==> src/design/islr_pkg.sv <==
// Package: shared types and constants for the secondary link receiver.
package islr_pkg;

	localparam int MinVarLen = 12;
	localparam int MaxChunk  = 1024;
	localparam int CntW      = $clog2(MaxChunk + 1);
	localparam int HdrLen    = 13;
	localparam int QDepth    = 2;

	localparam logic [7:0] START_FIXED = 8'h10;
	localparam logic [7:0] START_VAR   = 8'h68;
	localparam logic [7:0] END_BYTE    = 8'h16;
	localparam logic [7:0] BCAST       = 8'd255;

	localparam logic [1:0] REG_STATION = 2'd0;
	localparam logic [1:0] REG_COMMON  = 2'd1;
	localparam logic [1:0] REG_DUAL    = 2'd2;

	typedef enum logic [3:0] {
		ACT_NONE = 4'd0, ACT_ACK_RESET = 4'd1, ACT_STATUS = 4'd2, ACT_END_INIT = 4'd3,
		ACT_REPEAT = 4'd4, ACT_CLASS1 = 4'd5, ACT_CLASS2 = 4'd6, ACT_NO_DATA = 4'd7,
		ACT_DELIVER = 4'd8, ACT_ACK_RP = 4'd9, ACT_NACK_RP = 4'd10
	} action_t;

	typedef enum logic [3:0] {
		ERR_OK = 4'd0, ERR_FIX_LEN = 4'd1, ERR_FIX_SUM = 4'd2, ERR_STATION = 4'd3,
		ERR_CTRL = 4'd4, ERR_FC = 4'd5, ERR_VAR_SHORT = 4'd6, ERR_VAR_FRAME = 4'd7,
		ERR_VAR_SUM = 4'd8, ERR_COMMON = 4'd9, ERR_START = 4'd10, ERR_STANDBY = 4'd11
	} err_t;

	// classified frame handed from front to back
	typedef struct packed {
		logic       standby;
		err_t       err;      // framing/address error, ERR_STANDBY, or ERR_OK
		logic       is_var;
		logic [7:0] ctrl;
		logic [7:0] type_id;
		logic [7:0] cot;
		logic       ioa_zero;
		logic [7:0] qrp;
	} frame_t;

	typedef struct packed {
		logic [3:0] action;
		logic [3:0] error_code;
		logic [6:0] reset_cot;
		logic [7:0] reset_qualifier;
		logic       event_buffer_clear;
		logic       acd_bit;
		logic       fcb_bit;
	} result_t;

endpackage

==> src/design/islr_front.sv <==
// Front end: byte absorption, frame checks and classification.
module islr_front (
	input  logic                 clk,
	input  logic                 arst_n,
	input  logic                 in_valid,
	input  logic [7:0]           rx_byte,
	input  logic                 chunk_end,
	input  logic                 host_is_master,
	input  logic [7:0]           station_q,
	input  logic [7:0]           common_q,
	input  logic                 dual_q,
	output logic                 frm_valid,
	output islr_pkg::frame_t     frm
);
	import islr_pkg::*;

	logic [CntW-1:0] cnt_q;
	logic [7:0]      hdr_q [HdrLen];
	logic [7:0]      sum_q, sumb_q;
	logic [7:0]      h [HdrLen];
	logic [7:0]      sum_n, sumb_n, last_n;
	logic [CntW-1:0] cnt_n;
	logic [8:0]      len;
	logic            sat;
	frame_t          f;

	assign sat = (cnt_q == CntW'(MaxChunk));

	always_comb begin
		for (int i = 0; i < HdrLen; i++)
			h[i] = (!sat && cnt_q == CntW'(i)) ? rx_byte : hdr_q[i];
		len    = {1'b0, h[1]};
		sum_n  = sum_q;
		sumb_n = sumb_q;
		cnt_n  = sat ? cnt_q : cnt_q + 1'b1;
		last_n = rx_byte;
		if (!sat && cnt_q >= CntW'(4)) begin
			if (cnt_q < CntW'(len) + CntW'(4))
				sum_n = sum_q + rx_byte;
			else if (cnt_q == CntW'(len) + CntW'(4))
				sumb_n = rx_byte;
		end
	end

	always_comb begin
		f          = '0;
		f.err      = ERR_OK;
		f.ctrl     = '0;
		f.type_id  = h[6];
		f.cot      = h[8];
		f.ioa_zero = (h[10] == 8'd0) && (h[11] == 8'd0);
		f.qrp      = h[12];
		if (dual_q && !host_is_master) begin
			f.standby = 1'b1;
			f.err     = ERR_STANDBY;
		end else if (h[0] == START_FIXED) begin
			f.ctrl = h[1];
			if (cnt_n < CntW'(5) || h[4] != END_BYTE || cnt_n >= CntW'(10))
				f.err = ERR_FIX_LEN;
			else if (8'(h[1] + h[2]) != h[3])
				f.err = ERR_FIX_SUM;
			else if (h[2] != station_q && h[2] != BCAST)
				f.err = ERR_STATION;
		end else if (h[0] == START_VAR) begin
			f.is_var = 1'b1;
			f.ctrl   = h[4];
			if (cnt_n < CntW'(MinVarLen) || cnt_n < CntW'(len) + CntW'(6))
				f.err = ERR_VAR_SHORT;
			else if (h[3] != START_VAR || h[1] != h[2] || last_n != END_BYTE)
				f.err = ERR_VAR_FRAME;
			else if (sum_n != sumb_n)
				f.err = ERR_VAR_SUM;
			else if (h[5] != station_q && h[5] != BCAST)
				f.err = ERR_STATION;
			else if (h[9] != common_q && h[9] != BCAST)
				f.err = ERR_COMMON;
		end else begin
			f.err = ERR_START;
		end
	end

	always_ff @(posedge clk or negedge arst_n) begin
		if (!arst_n) begin
			cnt_q  <= '0;
			sum_q  <= '0;
			sumb_q <= '0;
			for (int i = 0; i < HdrLen; i++) hdr_q[i] <= '0;
		end else if (in_valid) begin
			if (chunk_end) begin
				cnt_q  <= '0;
				sum_q  <= '0;
				sumb_q <= '0;
				for (int i = 0; i < HdrLen; i++) hdr_q[i] <= '0;
			end else begin
				cnt_q  <= cnt_n;
				sum_q  <= sum_n;
				sumb_q <= sumb_n;
				for (int i = 0; i < HdrLen; i++) hdr_q[i] <= h[i];
			end
		end
	end

	assign frm_valid = in_valid && chunk_end;
	assign frm       = f;

endmodule

==> src/design/islr_queue.sv <==
// Short queue between classifier and link-state back end.
module islr_queue (
	input  logic                 clk,
	input  logic                 arst_n,
	input  logic                 wr_en,
	input  islr_pkg::frame_t     wr_data,
	output logic                 full,
	output logic                 rd_valid,
	input  logic                 rd_en,
	output islr_pkg::frame_t     rd_data
);
	import islr_pkg::*;

	localparam int PW = $clog2(QDepth);

	frame_t        mem_q [QDepth];
	logic [PW-1:0] wp_q, rp_q;
	logic [PW:0]   cnt_q;

	assign full     = (cnt_q == (PW+1)'(QDepth));
	assign rd_valid = (cnt_q != '0);
	assign rd_data  = mem_q[rp_q];

	always_ff @(posedge clk) begin
		if (wr_en) mem_q[wp_q] <= wr_data;
	end

	always_ff @(posedge clk or negedge arst_n) begin
		if (!arst_n) begin
			wp_q  <= '0;
			rp_q  <= '0;
			cnt_q <= '0;
		end else begin
			if (wr_en) wp_q <= wp_q + 1'b1;
			if (rd_en) rp_q <= rp_q + 1'b1;
			cnt_q <= cnt_q + (PW+1)'(wr_en) - (PW+1)'(rd_en);
		end
	end

endmodule

==> src/design/islr_back.sv <==
// Back end: function-code decode, link state and result register.
module islr_back (
	input  logic                 clk,
	input  logic                 arst_n,
	input  logic                 frm_valid,
	input  islr_pkg::frame_t     frm,
	output logic                 frm_take,
	output logic                 out_valid,
	input  logic                 out_stall,
	output islr_pkg::result_t    res
);
	import islr_pkg::*;

	logic       fcb_q, acd_q, init_q;
	logic [1:0] mode_q;
	logic       fcb_n, acd_n, init_n;
	logic [1:0] mode_n;
	result_t    r, res_q;
	logic       vld_q;
	logic [3:0] fc;
	logic       bit5, pend;

	assign fc   = frm.ctrl[3:0];
	assign bit5 = frm.ctrl[5];
	assign pend = init_q || (mode_q == 2'd1);

	always_comb begin
		fcb_n  = fcb_q;
		acd_n  = acd_q;
		init_n = init_q;
		mode_n = mode_q;
		r      = '0;
		r.action     = ACT_NONE;
		r.error_code = frm.err;
		if (frm.standby) begin
			init_n = 1'b1;
		end else if (frm.err != ERR_OK) begin
		end else if (!frm.is_var) begin
			unique case (fc)
				4'd0: if ((frm.ctrl & 8'h50) != 8'h40) r.error_code = ERR_CTRL;
					else begin
						fcb_n = 1'b0;
						if (pend) acd_n = 1'b1;
						r.action = ACT_ACK_RESET;
					end
				4'd8, 4'd9: if ((frm.ctrl & 8'h50) != 8'h40) r.error_code = ERR_CTRL;
					else r.action = ACT_STATUS;
				4'd10: if ((frm.ctrl & 8'h50) != 8'h50) r.error_code = ERR_CTRL;
					else if (pend) begin
						acd_n = 1'b0; init_n = 1'b0; mode_n = 2'd0; fcb_n = bit5;
						r.action = ACT_END_INIT;
					end else if (bit5 == fcb_q) r.action = ACT_REPEAT;
					else begin
						fcb_n = ~fcb_q; r.action = ACT_CLASS1;
					end
				4'd11: if ((frm.ctrl & 8'h50) != 8'h50) r.error_code = ERR_CTRL;
					else if (bit5 == fcb_q) r.action = ACT_REPEAT;
					else begin
						fcb_n = ~fcb_q;
						if (pend) begin acd_n = 1'b1; r.action = ACT_NO_DATA; end
						else r.action = ACT_CLASS2;
					end
				default: r.error_code = ERR_FC;
			endcase
		end else if (fc == 4'd3) begin
			if ((frm.ctrl & 8'hD0) != 8'h50) r.error_code = ERR_CTRL;
			else if (bit5 == fcb_q) r.action = ACT_REPEAT;
			else begin fcb_n = ~fcb_q; r.action = ACT_DELIVER; end
		end else if (fc != 4'd1) begin
			r.error_code = ERR_FC;
		end else begin
			r.action = ACT_ACK_RP;
			if ((frm.ctrl & 8'hD0) != 8'h40) begin
				r.error_code = ERR_CTRL; r.action = ACT_NACK_RP;
			end
			if (frm.type_id == 8'd105) begin
				r.reset_qualifier = frm.qrp;
				if ((frm.cot & 8'h3F) == 8'd6) begin
					if (!frm.ioa_zero) r.reset_cot = 7'h6F;
					else begin
						r.reset_cot = 7'd7;
						if (frm.qrp == 8'd1 || frm.qrp == 8'd2) begin
							mode_n = frm.qrp[1:0];
							r.event_buffer_clear = 1'b1;
						end
					end
				end else r.reset_cot = 7'h6D;
			end
			fcb_n = ~fcb_q;
		end
		r.acd_bit = acd_n;
		r.fcb_bit = fcb_n;
	end

	assign frm_take  = frm_valid && (!vld_q || !out_stall);
	assign out_valid = vld_q;
	assign res       = res_q;

	always_ff @(posedge clk) begin
		if (frm_take) res_q <= r;
	end

	always_ff @(posedge clk or negedge arst_n) begin
		if (!arst_n) begin
			fcb_q  <= 1'b0;
			acd_q  <= 1'b0;
			init_q <= 1'b1;
			mode_q <= 2'd0;
			vld_q  <= 1'b0;
		end else begin
			if (frm_take) begin
				fcb_q  <= fcb_n;
				acd_q  <= acd_n;
				init_q <= init_n;
				mode_q <= mode_n;
				vld_q  <= 1'b1;
			end else if (!out_stall) begin
				vld_q <= 1'b0;
			end
		end
	end

endmodule

==> src/design/iec101_secondary_link_receiver_top.sv <==
// Top level: IEC 101 unbalanced secondary link receiver.
// Throughput: one byte item per cycle unless in_stall (queue full) holds it. Non-final
// bytes give no result. A chunk-end item yields its result through front classify,
// the 2-entry queue and back decode into the output register, which out_stall can hold.
// Reset clears chunk state, link state (local init pending) and registers
// (station and common address 1, dual host 0).
module iec101_secondary_link_receiver_top (
	input  logic       clk,
	input  logic       arst_n,
	input  logic       in_valid,
	output logic       in_stall,
	input  logic [7:0] rx_byte,
	input  logic       chunk_end,
	input  logic       host_is_master,
	output logic       out_valid,
	input  logic       out_stall,
	output logic [3:0] action,
	output logic [3:0] error_code,
	output logic [6:0] reset_cot,
	output logic [7:0] reset_qualifier,
	output logic       event_buffer_clear,
	output logic       acd_bit,
	output logic       fcb_bit,
	input  logic       psel,
	input  logic       penable,
	input  logic       pwrite,
	input  logic [3:0] paddr,
	input  logic [31:0] pwdata,
	output logic [31:0] prdata,
	output logic       pready
);
	import islr_pkg::*;

	logic [7:0] station_q, common_q;
	logic       dual_q;
	logic       acc, f_valid, q_full, q_valid, q_take;
	frame_t     f, qf;
	result_t    r;
	logic [1:0] ridx;

	assign pready = 1'b1;
	assign ridx   = paddr[3:2];

	always_ff @(posedge clk or negedge arst_n) begin
		if (!arst_n) begin
			station_q <= 8'd1;
			common_q  <= 8'd1;
			dual_q    <= 1'b0;
		end else if (psel && penable && pwrite) begin
			unique case (ridx)
				REG_STATION: station_q <= pwdata[7:0];
				REG_COMMON:  common_q  <= pwdata[7:0];
				REG_DUAL:    dual_q    <= pwdata[0];
				default: ;
			endcase
		end
	end

	always_comb begin
		unique case (ridx)
			REG_STATION: prdata = {24'd0, station_q};
			REG_COMMON:  prdata = {24'd0, common_q};
			REG_DUAL:    prdata = {31'd0, dual_q};
			default:     prdata = '0;
		endcase
	end

	assign in_stall = q_full;
	assign acc      = in_valid && !in_stall;

	islr_front u_front (
		.clk, .arst_n, .in_valid(acc), .rx_byte, .chunk_end, .host_is_master,
		.station_q, .common_q, .dual_q, .frm_valid(f_valid), .frm(f)
	);

	islr_queue u_queue (
		.clk, .arst_n, .wr_en(f_valid), .wr_data(f), .full(q_full),
		.rd_valid(q_valid), .rd_en(q_take), .rd_data(qf)
	);

	islr_back u_back (
		.clk, .arst_n, .frm_valid(q_valid), .frm(qf), .frm_take(q_take),
		.out_valid, .out_stall, .res(r)
	);

	assign action             = r.action;
	assign error_code         = r.error_code;
	assign reset_cot          = r.reset_cot;
	assign reset_qualifier    = r.reset_qualifier;
	assign event_buffer_clear = r.event_buffer_clear;
	assign acd_bit            = r.acd_bit;
	assign fcb_bit            = r.fcb_bit;

endmodule
==> config.mk <==
export PLATFORM = sky130hd
export DESIGN_NAME = iec101_secondary_link_receiver_top
export DESIGN_NICKNAME = d
export VERILOG_FILES = /design/src/design/islr_pkg.sv /design/src/design/islr_front.sv /design/src/design/islr_queue.sv /design/src/design/islr_back.sv /design/src/design/iec101_secondary_link_receiver_top.sv
export SDC_FILE = /design/constraint.sdc
export NUM_CORES = 1
export LEC_CHECK = 0
export BUFFER_PORTS_ARGS = -buffer_cell sky130_fd_sc_hd__buf_2
export CORE_MARGIN = 2
export CORE_UTILIZATION = 50
export DETAILED_ROUTE_END_ITERATION = 10
export PLACE_DENSITY = 0.78
export SLEW_MARGIN = 20
export SYNTH_ARGS = -nofsm -noshare
export SYNTH_HDL_FRONTEND = slang
export SYNTH_HIERARCHICAL = 1
export SYNTH_SLANG_ARGS = --single-unit
==> constraint.sdc <==
create_clock -name clk -period 5 [get_ports clk]
set_clock_uncertainty 0.15 [all_clocks]
set_input_delay 0.5 -clock clk [delete_from_list [all_inputs] [get_ports clk]]
set_output_delay 0.5 -clock clk [all_outputs]
set_load 0.02 [all_outputs]
**Word-level counts from Yosys, hierarchy flattened**

Memories as Yosys holds them, arrays and structs flattened.
Cells that the tools add are included.

- Memories: 1
- RAM bits: 78
- Input port bits: 53
- Register bits: 176
- Bits in read-only memories: 0
- Latch bits: 0

Memories:

| name | depth | width | read ports | clocked after Yosys merged registers in | wr ports | line | source |
|---|---|---|---|---|---|---|---|
| u_queue.mem_q | 2 | 39 | 1 | 0 | 1 | islr_queue.sv:16 | `frame_t mem_q [QDepth];` |

- Add/sub/neg operators: 9
- Multiply operators: 0
- Muxes and demuxes: 113
- Magnitude comparators: 6
- Equal/unequal tests: 58
- Divide/modulo/power cells: 0
- Shift operators: 0
- Reductions and logical operators: 60
- Bitwise gates (word level): 7

Operators by type and width:

| operator | count |
|---|---|
| $mux 8 | 23 |
| $mux 104 | 1 |
| $mux 4 | 19 |
| $mux 16 | 4 |
| $eq 11x4->1 const B | 5 |
| $ne 8x8->1 | 6 |
| $eq 11x3->1 const B | 4 |
| $mux 20 | 2 |
| $mux 1 | 38 |
| $mux 2 | 13 |
| $logic_and 1x1->1 | 24 |
| $ne 8x8->1 const B | 3 |
| $pmux 8 s3 | 1 |
| $eq 11x2->1 const B | 2 |
| $lt 11x11->1 | 2 |
| $mux 11 | 2 |
| $ne 2x2->1 const B | 11 |
| $add 8x3->9 const B | 2 |
| $mux 9 | 2 |
| $add 8x8->8 | 2 |
| $eq 4x4->1 const B | 4 |
| $eq 8x7->1 const B | 2 |
| $logic_not 8->1 | 2 |
| $ne 8x5->1 const B | 2 |
| 45 further kinds | 77 |

**Logic depth before layout (Yosys ltp)**

- Depth in word-level cells: 16
- Mapped depth: 20

**Modules after synthesis**

Netlist, hierarchy kept.

Modules (own cells, without submodules):

| module | cells an instance | sequential area each (um^2) | times used | area each (um^2) |
|---|---|---|---|---|
| islr_front | 978 | 3078.0 | 1 | 8707.1 |
| islr_queue | 136 | 2442.3 | 1 | 3025.4 |
| islr_back | 157 | 812.0 | 1 | 1639.1 |
| iec101_secondary_link_receiver_top | 86 | 427.9 | 1 | 1027.2 |

**Least setup slack after synthesis**

Ideal clock, no wire load.

- Path kind: reg-to-reg
- Start: register u_front.cnt_q[6]
- End: memory u_queue/mem_q[0][37] (netlist name) (data pin)
- Setup time: 0.272 ns
- Cell stages (with the launch flop): 19
- Buffers on the path: 2
- Period minus slack after synthesis: 5.267 ns
- Arrival: 4.845 ns
- Setup slack: -0.267 ns
- Cell sequence: dfrtp_1 > clkbuf_1 > nor4_1 > nand4_1 > buf_2 > mux2i_1 > inv_1 > ha_1 > xor2_1 > ha_1 > nand3_1 > or2_2 > nor3_1 > a21boi_0 > or4_4 > a211oi_2 > nand4_1 > a2111oi_2 > a211oi_1

RTL lines:

| element | line | source |
|---|---|---|
| start: declaration | islr_front.sv:17 | `logic [CntW-1:0] cnt_q;` |
| start signal: assignment | islr_front.sv:95 | `cnt_q <= cnt_n;` |
| end: declaration | islr_queue.sv:16 |  |

==> summary.md <==
| Metric | Value |
|---|---|
| Largest net degree at the start of global routing | 108 |
| Layout cells sized above 1 | 0.196 |
| DRC viols | 0 |
| GPL Wtd Cong | 1.01 |
| Setup TNS Final | 0 ns |
| Worst path top cell family by delay | simple AND/OR/NAND/NOR gates |
| Most common cell after layout, fill and taps aside | dfrtp_1 |
| Crit path depth | 18 |
| Max Root-Sink Buffers | 3 |
| Max rail drop VDD | 0.397 mV |
| Worst Setup EP | u_queue/mem_q[0][34] |
| Clock transition at path regs | 0.06 ns |
| DRT Pass-1 Iters | 5 |
| Cells on worst reg2reg path | 18 |
| ANT nets after route | 0 |
| IO Pins | 114 |
| Overall routed net length | 38.4 mm |
| Die Height | 172 um |
| Register area | 6590 sq um |
| Vias in the first global route | 11002 |
| Cell Area, Synth | 14200 sq um |
| Initial antenna violation count | 0 |
| HPWL after DPL | 26.2 mm |
| Clock sink count | 244 |
| Setup crit start | u_front/cnt_q[5] |
| Max Slew Vio Count | 0 |
| M3 GR Usage | 0.0465 |
| Fin Hold WS | 0.0487 ns |
| Clk_lat worst skew | 0.55 ns |
| DR WL/cell | 21.0 um |
| Row cnt | 61 |
| Root buf cell | clkbuf_16 |
| Rel. slew slack | 0.325 |
| Final Hold Viols | 0 |
| Vias | 11414 |
| Final setup vio count | 0 |
| R2R Setup Slk | 0.20 ns |
| RSZ-0062 raised after global routing | no |
| Final period utilization | 0.960 |
| Max H-tree Level | 1 |
| Critical path class | flip-flop to flip-flop |
| Clock tree from TritonCTS | built |
| First-pass GRT wire length | 59.6 mm |
| WP data required | 5.23 ns |
| CP startpoint kind | flip-flop |
| Met2 Track Usage GR | 0.409 |
| Filler Cell Count | 2333 |
| Total track usage | 0.259 |
| Die Area | 29700 sq um |
| Syn Inst Count | 1345 |
| Critical path buffers and inverters | 2 |
| Met1 Use GR | 0.344 |
| Tot Pwr | 7850 uW |
| R2r endpoint | u_queue/mem_q[0][34] |
| Commonest cells after routing, fill and taps aside | dfrtp_1 (145), nand2_1 (119), edfxtp_1 (96) |
| Max_cap viols | 0 |
| Die W | 172 um |
| Busiest metal layer after global routing | met2 |
| Outcome | completed |
| Crit end category | flip-flop |
| Congestion Overflow GR | 0 |
| Crit-path cells | nor4_4 > nand4_1 > buf_6 > mux2i_4 > inv_2 > ha_4 > nand3_1 > xnor2_1 > ha_1 > nand3_1 > or2_4 > a21o_1 > and3_1 > or4_4 > a211oi_2 > nand4_1 > o31a_1 > o21ai_1 |
| R2r startpoint | u_front/cnt_q[5] |
| Final Net Count | 1522 |
| Multi-input logic area | 7030 sq um |
| Class of the worst hold path | input pin to flip-flop |
| CTS Buf Count | 26 |
| Crit path DAT | 5.03 ns |
| N_diodes | 0 |
| Iteration-0 DRC Markers | 1092 |
| Via density | 6.26 |
| Worst-path fanout max | 5 |
| CP max-delay cell | or4_4 |
| Area grow syn2layout | 12.9% |
| Synth warnings | 6 |
| Port Buffer Count | 61 |
| Leakage | 0.00689 uW |
| Fmax | 208 MHz |
| Cell count after placement | 1768 |
| Worst path max stage delay | 0.48 ns |
| Core ar. | 27900 sq um |
| Tmin final | 4.80 ns |
| Non-Filler Instances | 1824 |
| Pwr/cell area | 491 nW/um^2 |
| Syn avg cell area | 10.5 sq um |
| Worst-Margin Slew | 0.998 ns |
| Initial Utilization | 0.509 |
[power breakdown]
part | leakage (uW) | internal (uW) | switching (uW)
Sequential | 0.00287 | 2480 | 301
Combinational | 0.00359 | 1320 | 1830
Clock | 0.000418 | 1120 | 806
Total | 0.00689 | 4920 | 2930
[cell type report]
cell class / count / share of cell area
multi-input cells: 975 / 0.439
flip-flops and latches: 244 / 0.412
repair buffers: 133 / 0.0545
clock buffers: 33 / 0.0448
well taps: 378 / 0.0296
inverters: 46 / 0.0108
clock inverters: 15 / 0.00876
[through the flow]
stage / setup slack (ns) / cell area, sq um / utilization
global placement: 0.0767 / 15000 / 0.538
floorplan: 0.00164 / 14300 / -
detailed placement: -0.0123 / 15000 / 0.538
CTS: 0.0256 / 15900 / 0.570
finish: 0.202 / 16000 / 0.574
global route: 0.000643 / 16000 / 0.574
[routing by layer]
layer  vias up  wire [um]
met5         -          0
met4         0       2060
met3       152       3180
met2       561      17100
met1      5571      16000
li1       5130          -
[worst min path at each step]
stage / cells past startpoint / slack, ns / startpoint / end
global route: 2 / 0.05 / out_stall / u_back/out_valid
floorplan: 0 / 0.05 / arst_n / common_q[1]
CTS: 2 / 0.03 / out_stall / u_back/out_valid
detailed placement: 2 / 0.32 / u_front/hdr_q[57] / u_front/hdr_q[57]
global placement: 2 / 0.31 / u_front/hdr_q[57] / u_front/hdr_q[57]
finish: 2 / 0.05 / out_stall / u_back/out_valid
[flip-flops by register name, summed over array words and instances, names as in the netlist]
name	flops
u_queue/wp_q	1
u_back/res	22
u_back/out_valid	1
station_q	8
u_back/fcb_q	1
u_front/hdr_q	94
u_back/acd_q	1
u_front/sum_q	8
common_q	8
u_back/mode_q	2
u_queue/rp_q	1
u_front/sumb_q	8
u_back/init_q	1
dual_q	1
u_queue/mem_q	74
u_queue/cnt_q	2
u_front/cnt_q	11
[timing repair]
item	CTS	global route
pin swaps	1	7
buffers inserted	0	5
resized for setup	1	14
endpoints found under the setup margin	2	6
endpoints found under the hold margin	22	0
gates cloned	0	1
hold buffers	1	0
No activity file was read; power rests on OpenSTA's default activity.
